### src/hdl/mi_pkg.sv
// mi_pkg: shared constants and controller/datapath interface types for the
// modular inverse block. No dependencies.
package mi_pkg;

  localparam int DATA_WIDTH_DEF = 32;
  localparam int FIELD_W        = 31;

  // controller -> datapath
  typedef struct packed {
    logic load;      // capture a new item
    logic init_euc;  // start a division for one Euclid step
    logic init_red;  // start the final reduction of the coefficient
    logic div_step;  // one restoring division bit
    logic euc_upd;   // shift the remainder/coefficient pairs
    logic out_load;  // fill the output register
  } mi_cmd_t;

  // datapath -> controller
  typedef struct packed {
    logic r_cur_zero;
    logic mod_zero;
    logic div_last;
  } mi_stat_t;

endpackage

### src/hdl/mi_dpath.sv
// mi_dpath: remainder/coefficient registers, shared radix-2 divider with
// quotient-times-coefficient accumulator, and the output payload register.
// Depends on mi_pkg.
module mi_dpath import mi_pkg::*; #(
  parameter int DATA_WIDTH = DATA_WIDTH_DEF
) (
  input  logic               clk,
  input  logic               rst_n,
  input  mi_cmd_t            cmd,
  output mi_stat_t           stat,
  input  logic [FIELD_W-1:0] in_operand_value,
  input  logic [FIELD_W-1:0] in_modulus,
  output logic [FIELD_W-1:0] out_inverse,
  output logic [FIELD_W-1:0] out_common_divisor
);

  localparam int OPW = (DATA_WIDTH - 1 > FIELD_W) ? FIELD_W : DATA_WIDTH - 1;
  localparam int CW  = OPW + 3;            // signed coefficient width
  localparam int CNW = $clog2(CW);

  logic [OPW-1:0]        r_prev_r, r_prev_nxt, r_cur_r, r_cur_nxt, mod_r, mod_nxt;
  logic signed [CW-1:0]  c_prev_r, c_prev_nxt, c_cur_r, c_cur_nxt;
  logic signed [CW-1:0]  acc_r, acc_nxt;
  logic [CW-1:0]         num_r, num_nxt;
  logic [OPW-1:0]        rem_r, rem_nxt;
  logic [CNW-1:0]        cnt_r, cnt_nxt;
  logic                  red_r, red_nxt;
  logic [OPW-1:0]        inv_r, inv_nxt, gcd_r, gcd_nxt;

  logic [OPW-1:0]        divisor;
  logic [OPW:0]          rem_shift;
  logic [OPW+1:0]        diff;
  logic                  ge;
  logic [CW-1:0]         c_prev_mag;

  assign divisor    = red_r ? mod_r : r_cur_r;
  assign rem_shift  = {rem_r, num_r[CW-1]};
  assign diff       = {1'b0, rem_shift} - {2'b00, divisor};
  assign ge         = ~diff[OPW+1];
  assign c_prev_mag = c_prev_r[CW-1] ? CW'(-c_prev_r) : CW'(c_prev_r);

  assign stat.r_cur_zero = (r_cur_r == '0);
  assign stat.mod_zero   = (mod_r == '0);
  assign stat.div_last   = (cnt_r == '0);

  always_comb begin
    r_prev_nxt = r_prev_r;
    r_cur_nxt  = r_cur_r;
    mod_nxt    = mod_r;
    c_prev_nxt = c_prev_r;
    c_cur_nxt  = c_cur_r;
    acc_nxt    = acc_r;
    num_nxt    = num_r;
    rem_nxt    = rem_r;
    cnt_nxt    = cnt_r;
    red_nxt    = red_r;
    inv_nxt    = inv_r;
    gcd_nxt    = gcd_r;
    if (cmd.load) begin
      r_prev_nxt = in_modulus[OPW-1:0];
      mod_nxt    = in_modulus[OPW-1:0];
      r_cur_nxt  = in_operand_value[OPW-1:0];
      c_prev_nxt = '0;
      c_cur_nxt  = CW'(1);
    end
    if (cmd.init_euc || cmd.init_red) begin
      num_nxt = cmd.init_red ? c_prev_mag : CW'(r_prev_r);
      red_nxt = cmd.init_red;
      rem_nxt = '0;
      acc_nxt = '0;
      cnt_nxt = CNW'(CW - 1);
    end
    if (cmd.div_step) begin
      // quotient bits come MSB first, so q*c_cur builds by shift-and-add
      rem_nxt = ge ? diff[OPW-1:0] : rem_shift[OPW-1:0];
      num_nxt = {num_r[CW-2:0], 1'b0};
      acc_nxt = CW'(acc_r <<< 1) + (ge ? c_cur_r : CW'(0));
      cnt_nxt = cnt_r - CNW'(1);
    end
    if (cmd.euc_upd) begin
      r_prev_nxt = r_cur_r;
      r_cur_nxt  = rem_r;
      c_prev_nxt = c_cur_r;
      c_cur_nxt  = c_prev_r - acc_r;
    end
    if (cmd.out_load) begin
      gcd_nxt = r_prev_r;
      if (mod_r == '0) begin
        inv_nxt = '0;
      end else if (c_prev_r[CW-1] && rem_r != '0) begin
        inv_nxt = mod_r - rem_r;
      end else begin
        inv_nxt = rem_r;
      end
    end
  end

  always_ff @(posedge clk) begin
    r_prev_r <= r_prev_nxt;
    r_cur_r  <= r_cur_nxt;
    mod_r    <= mod_nxt;
    c_prev_r <= c_prev_nxt;
    c_cur_r  <= c_cur_nxt;
    acc_r    <= acc_nxt;
    num_r    <= num_nxt;
    rem_r    <= rem_nxt;
    cnt_r    <= cnt_nxt;
    inv_r    <= inv_nxt;
    gcd_r    <= gcd_nxt;
    if (!rst_n) begin
      red_r <= 1'b0;
    end else begin
      red_r <= red_nxt;
    end
  end

  assign out_inverse        = FIELD_W'(inv_r);
  assign out_common_divisor = FIELD_W'(gcd_r);

endmodule

### src/hdl/mi_ctrl.sv
// mi_ctrl: sequencer for the Euclid steps, the final reduction and the
// output handshake. Depends on mi_pkg.
module mi_ctrl import mi_pkg::*; (
  input  logic     clk,
  input  logic     rst_n,
  input  logic     in_valid,
  output logic     in_ready,
  output logic     out_valid,
  input  logic     out_ready,
  input  mi_stat_t stat,
  output mi_cmd_t  cmd
);

  localparam logic [2:0] ST_IDLE  = 3'd0;
  localparam logic [2:0] ST_CHECK = 3'd1;
  localparam logic [2:0] ST_EDIV  = 3'd2;
  localparam logic [2:0] ST_EUPD  = 3'd3;
  localparam logic [2:0] ST_RDIV  = 3'd4;
  localparam logic [2:0] ST_FIN   = 3'd5;

  logic [2:0] state_r, state_nxt;
  logic       out_valid_r, out_valid_nxt;
  logic       out_free;

  assign in_ready  = (state_r == ST_IDLE);
  assign out_valid = out_valid_r;
  assign out_free  = !out_valid_r || out_ready;

  always_comb begin
    state_nxt     = state_r;
    out_valid_nxt = out_valid_r && !out_ready;
    cmd           = '0;
    unique case (state_r)
      ST_IDLE: begin
        if (in_valid) begin
          cmd.load  = 1'b1;
          state_nxt = ST_CHECK;
        end
      end
      ST_CHECK: begin
        priority if (!stat.r_cur_zero) begin
          cmd.init_euc = 1'b1;
          state_nxt    = ST_EDIV;
        end else if (stat.mod_zero) begin
          state_nxt = ST_FIN;
        end else begin
          cmd.init_red = 1'b1;
          state_nxt    = ST_RDIV;
        end
      end
      ST_EDIV: begin
        cmd.div_step = 1'b1;
        if (stat.div_last) state_nxt = ST_EUPD;
      end
      ST_EUPD: begin
        cmd.euc_upd = 1'b1;
        state_nxt   = ST_CHECK;
      end
      ST_RDIV: begin
        cmd.div_step = 1'b1;
        if (stat.div_last) state_nxt = ST_FIN;
      end
      ST_FIN: begin
        if (out_free) begin
          cmd.out_load  = 1'b1;
          out_valid_nxt = 1'b1;
          state_nxt     = ST_IDLE;
        end
      end
      default: state_nxt = ST_IDLE;
    endcase
  end

  always_ff @(posedge clk) begin
    if (!rst_n) begin
      state_r     <= ST_IDLE;
      out_valid_r <= 1'b0;
    end else begin
      state_r     <= state_nxt;
      out_valid_r <= out_valid_nxt;
    end
  end

endmodule

### src/hdl/modular_inverse.sv
// modular_inverse: top level, joins controller and datapath.
// Depends on mi_pkg, mi_ctrl, mi_dpath.
//
// Modular inverse by the iterative extended Euclidean algorithm. Each item
// (operand value, modulus) yields one result: the Bezout coefficient of the
// value reduced into 0..modulus-1, and the gcd; the inverse is meaningful
// only when the gcd is 1. One item is in work at a time. Every Euclid step
// runs one radix-2 restoring division of CW = W+3 bits on a shared divider,
// with W = min(DATA_WIDTH-1, 31) operand bits, and then shifts the
// remainder/coefficient pairs; the last coefficient is reduced on the same
// divider. A zero value skips the Euclid steps. A new item is taken while the
// previous result still waits in the output register.
module modular_inverse import mi_pkg::*; #(
  parameter int DATA_WIDTH = DATA_WIDTH_DEF
) (
  input  logic               clk,
  input  logic               rst_n,
  input  logic               in_valid,
  output logic               in_ready,
  input  logic [FIELD_W-1:0] in_operand_value,
  input  logic [FIELD_W-1:0] in_modulus,
  output logic               out_valid,
  input  logic               out_ready,
  output logic [FIELD_W-1:0] out_inverse,
  output logic [FIELD_W-1:0] out_common_divisor
);

  mi_cmd_t  cmd;
  mi_stat_t stat;

  mi_ctrl u_ctrl (
    .clk       (clk),
    .rst_n     (rst_n),
    .in_valid  (in_valid),
    .in_ready  (in_ready),
    .out_valid (out_valid),
    .out_ready (out_ready),
    .stat      (stat),
    .cmd       (cmd)
  );

  mi_dpath #(.DATA_WIDTH(DATA_WIDTH)) u_dpath (
    .clk                (clk),
    .rst_n              (rst_n),
    .cmd                (cmd),
    .stat               (stat),
    .in_operand_value   (in_operand_value),
    .in_modulus         (in_modulus),
    .out_inverse        (out_inverse),
    .out_common_divisor (out_common_divisor)
  );

endmodule

### config.mk
export PLATFORM = sky130hd
export DESIGN_NAME = modular_inverse
export DESIGN_NICKNAME = d
export VERILOG_FILES = /design/src/hdl/mi_pkg.sv /design/src/hdl/mi_dpath.sv /design/src/hdl/mi_ctrl.sv /design/src/hdl/modular_inverse.sv
export SDC_FILE = /design/constraint.sdc
export NUM_CORES = 1
export LEC_CHECK = 0
export BUFFER_PORTS_ARGS = -buffer_cell sky130_fd_sc_hd__buf_4
export CAP_MARGIN = 10
export CELL_PAD_IN_SITES_DETAIL_PLACEMENT = 0
export CELL_PAD_IN_SITES_GLOBAL_PLACEMENT = 1
export CORE_MARGIN = 4
export CORE_UTILIZATION = 46
export DETAILED_ROUTE_END_ITERATION = 10
export PLACE_DENSITY = 0.88
export SKIP_CTS_REPAIR_TIMING = 1
export SLEW_MARGIN = 25
export SYNTH_ARGS = -nofsm -noshare
export SYNTH_HDL_FRONTEND = slang
export SYNTH_HIERARCHICAL = 1
export SYNTH_SLANG_ARGS = --single-unit
### constraint.sdc
create_clock -name clk -period 8 [get_ports clk]
set_clock_uncertainty 0.1 [all_clocks]
set_input_delay 0.8 -clock clk [delete_from_list [all_inputs] [get_ports clk]]
set_output_delay 0.8 -clock clk [all_outputs]
set_load 0.05 [all_outputs]
==> out/metrics.csv <==
metric,value,unit
outcome,"finished, final reports clean",
drc,0,
synth_mux_area_share,5.94,%
cp_slowest_cell,buf_4,
power.density,238,nW/um2
syn-num-nets,2237,
drv_slew,0,
ys_warn_count,6,
ios,130,
synth_edf_count,327,
dieWidth,223,um
clk_path_buf_depth,3,
worst_path_largest_cell_delay,0.60,ns
power.leakage,0.00935,uW
insertion_delay,0.54,ns
wire_per_inst,21.5,um
grt_max_degree,100,
synth.most_common_cell,edfxtp_1,
setup_viol,0,
max-vdd-ir-drop,0.000166,V
final_core_util,52.9,%
crit_arrival,7.07,ns
crit_required,8.27,ns
synth_area_leaders,"edfxtp_1 46%, ha_1 7.6%, xnor2_1 3.6%",
grt_use_total,23.2,%
numCtsBuffers,38,
finalPower,5720,uW
max_slew_margin,27.5,%
crit_family,compound AO/OA/AOI/OAI gates,
min_period,6.80,ns
synth-seq-area-share,46.8,%
drt-initial-drc-count,1627,
synth_adder_area_share,8.04,%
synth_area_per_cell,10.4,um2
dieHeight,223,um
netlist_area,21200,um2
synth-simple-area-share,15.4,%
synthCells,2038,
grt.overflow.total,0,
cp-end-kind,flop,
synth_compound_area_share,15.3,%
area_growth,13.3,%
drive_gt1_share,14.2,%
path_class,reg2reg,
synth_largest_area_cell,edfxtp_1,
antenna_found_initial,0,
fin_nets,2338,
pre_cts_ws,1.26,ns
ys.flop_type,edfxtp_1,
synth-xor-area-share,5.06,%
hp-class,in2reg,
placementRows,78,
gp_congestion,0.934,
ys_types,79,
worst_slew_pin_slew,1.07,ns
path_clk_slew,0.06,ns
path_buf_inv,1,
cts.sinks,333,
initial_core_util,46.7,%
numPortBuffers,129,
routed_wirelength,59400,um
rsz0062_at_grt,false,
core_area,45500,um2
fmax,147,MHz
r2r_slack,1.20,ns
synth_top_family_by_area,simple AND/OR/NAND/NOR gates,
hold_violations,0,
layout_setup_ws,1.20,ns
synth_commonest_cells,"327 x edfxtp_1, 152 x nor2_1, 145 x nand2_1, 141 x a21oi_1, 129 x ha_1",
start_kind,flop,
grt_pass1_vias,16200,
grt_pass1_wl,92500,um
postRouteAntennaNets,0,
viasPerCell,5.94,
cts_tree,built,
n_fill_cell,4023,
htree_levels,2,
synth_seq_cells,333,
worstPathCellList,mux2_2 > ha_1 > fa_1 > nor2b_1 > o31a_1 > o21a_1 > o21ai_0 > and3b_1 > or3_1 > nand3_2 > buf_4 > and2_1 > ha_1 > a21o_1 > a21oi_1 > o21ai_0 > a22oi_1 > nand2_1 > o41ai_1 > o21ai_0 > a311oi_1 > mux2i_1,
num_vias,16500,
die_area,49600,um2
cts-root-buf,clkbuf_16,
cp_max_fo,50,
dpl.hpwl,43000,um
synth_async_sr_flop_share,0,%
finalCritPeriodShare,85.0,%
finalSetupTns,0,ns
critPathMostFrequentCell,o21ai_0,
synth_top_area_share,46.3,%
drv_cap,0,
first_pass_iters,5,
-- logic make-up (layout without fill, tap and decap cells) --
kind of cell	after synthesis	count (layout)
compound gates	504	504
xor+xnor	121	121
fa+ha+maj	134	134
buf+inv	191	321
flops	333	333
mux	118	118
other cells	0	1
simple gates	637	637
-- flip-flops by register name, summed over array words and instances, names as in the netlist --
name and flops:
u_dpath/red_r 1, u_dpath/out_inverse 31, u_dpath/c_prev_r 34, u_dpath/r_prev_r 31
u_ctrl/out_valid 1, u_dpath/c_cur_r 34, u_dpath/r_cur_r 31, u_dpath/cnt_r 6
u_dpath/mod_r 31, u_dpath/acc_r 34, u_ctrl/state_r 3, u_dpath/num_r 34
u_dpath/rem_r 31, u_dpath/out_common_divisor 31
-- metrics by stage --
stage	hold WS (ns)	area, um2	instances
global placement	0.349	22800	2698
detailed placement	0.353	22800	2698
CTS	0.327	24000	2767
global route	0.330	24100	2768
finish	0.345	24100	2769
floorplan	0.326	21200	2038
-- worst paths after layout --
check                  startpoint                             end  cells past startpoint
min reg2reg  u_dpath/r_prev_r[29]  u_dpath/out_common_divisor[29]                      0
max reg2reg         u_dpath/red_r               u_dpath/acc_r[32]                     22
max                 u_dpath/red_r               u_dpath/acc_r[32]                     22
min                 in_modulus[5]                u_dpath/mod_r[5]                      1
-- report_power, final --
group	internal, uW	switching, uW	total [uW]
Sequential	2140	175	2320
Combinational	667	975	1640
Clock	1040	723	1760
-- final cells by class --
| cell class | count | area [um2] | area share [%] |
|---|---|---|---|
| diodes | 1 | 2.50 | 0.0104 |
| clock buffers | 47 | 1020 | 4.22 |
| clock inverters | 22 | 226 | 0.941 |
| inverters | 105 | 394 | 1.64 |
| multi-input cells | 1514 | 10600 | 44.1 |
| flip-flops and latches | 333 | 9940 | 41.3 |
| well taps | 600 | 751 | 3.12 |
| repair buffers | 147 | 1120 | 4.65 |
-- metal layers --
| layer | vias up | GRT usage (%) | routed length [um] |
|---|---|---|---|
| li1 | 7770 | - | - |
| met1 | 8076 | 30.4 | 25300 |
| met2 | 517 | 40.7 | 29500 |
| met3 | 91 | 3.00 | 3110 |
| met4 | 0 | 6.12 | 1500 |
| met5 | - | 0 | 0 |
-- layout by cell type, fill, tap and decap left out, types with 7 or more instances in the layout --
master     instances
nor2b_1           20
clkinv_2           7
xor2_1            33
nor4_1            27
xnor2_1           87
mux2_2            64
nand4_1           16
a211oi_1          29
o21ai_0           95
a2111oi_0          9
nand3_1           36
clkbuf_16         39
or3_1             11
o31ai_1           17
mux2i_1           54
o21bai_1          10
buf_4            145
edfxtp_1         327
a21o_1            64
nor3_1            35
a31oi_1           16
o21a_1            24
o21ai_1            8
inv_1            103
clkbuf_1           7
nor2_1           150
nand2b_1          21
ha_1             129
o211ai_1          12
a22oi_1           31
nand2_1          145
or4_1             11
a21oi_1          141
and2_1            94
and3_1            19
Power figures use the tool's default switching activity.
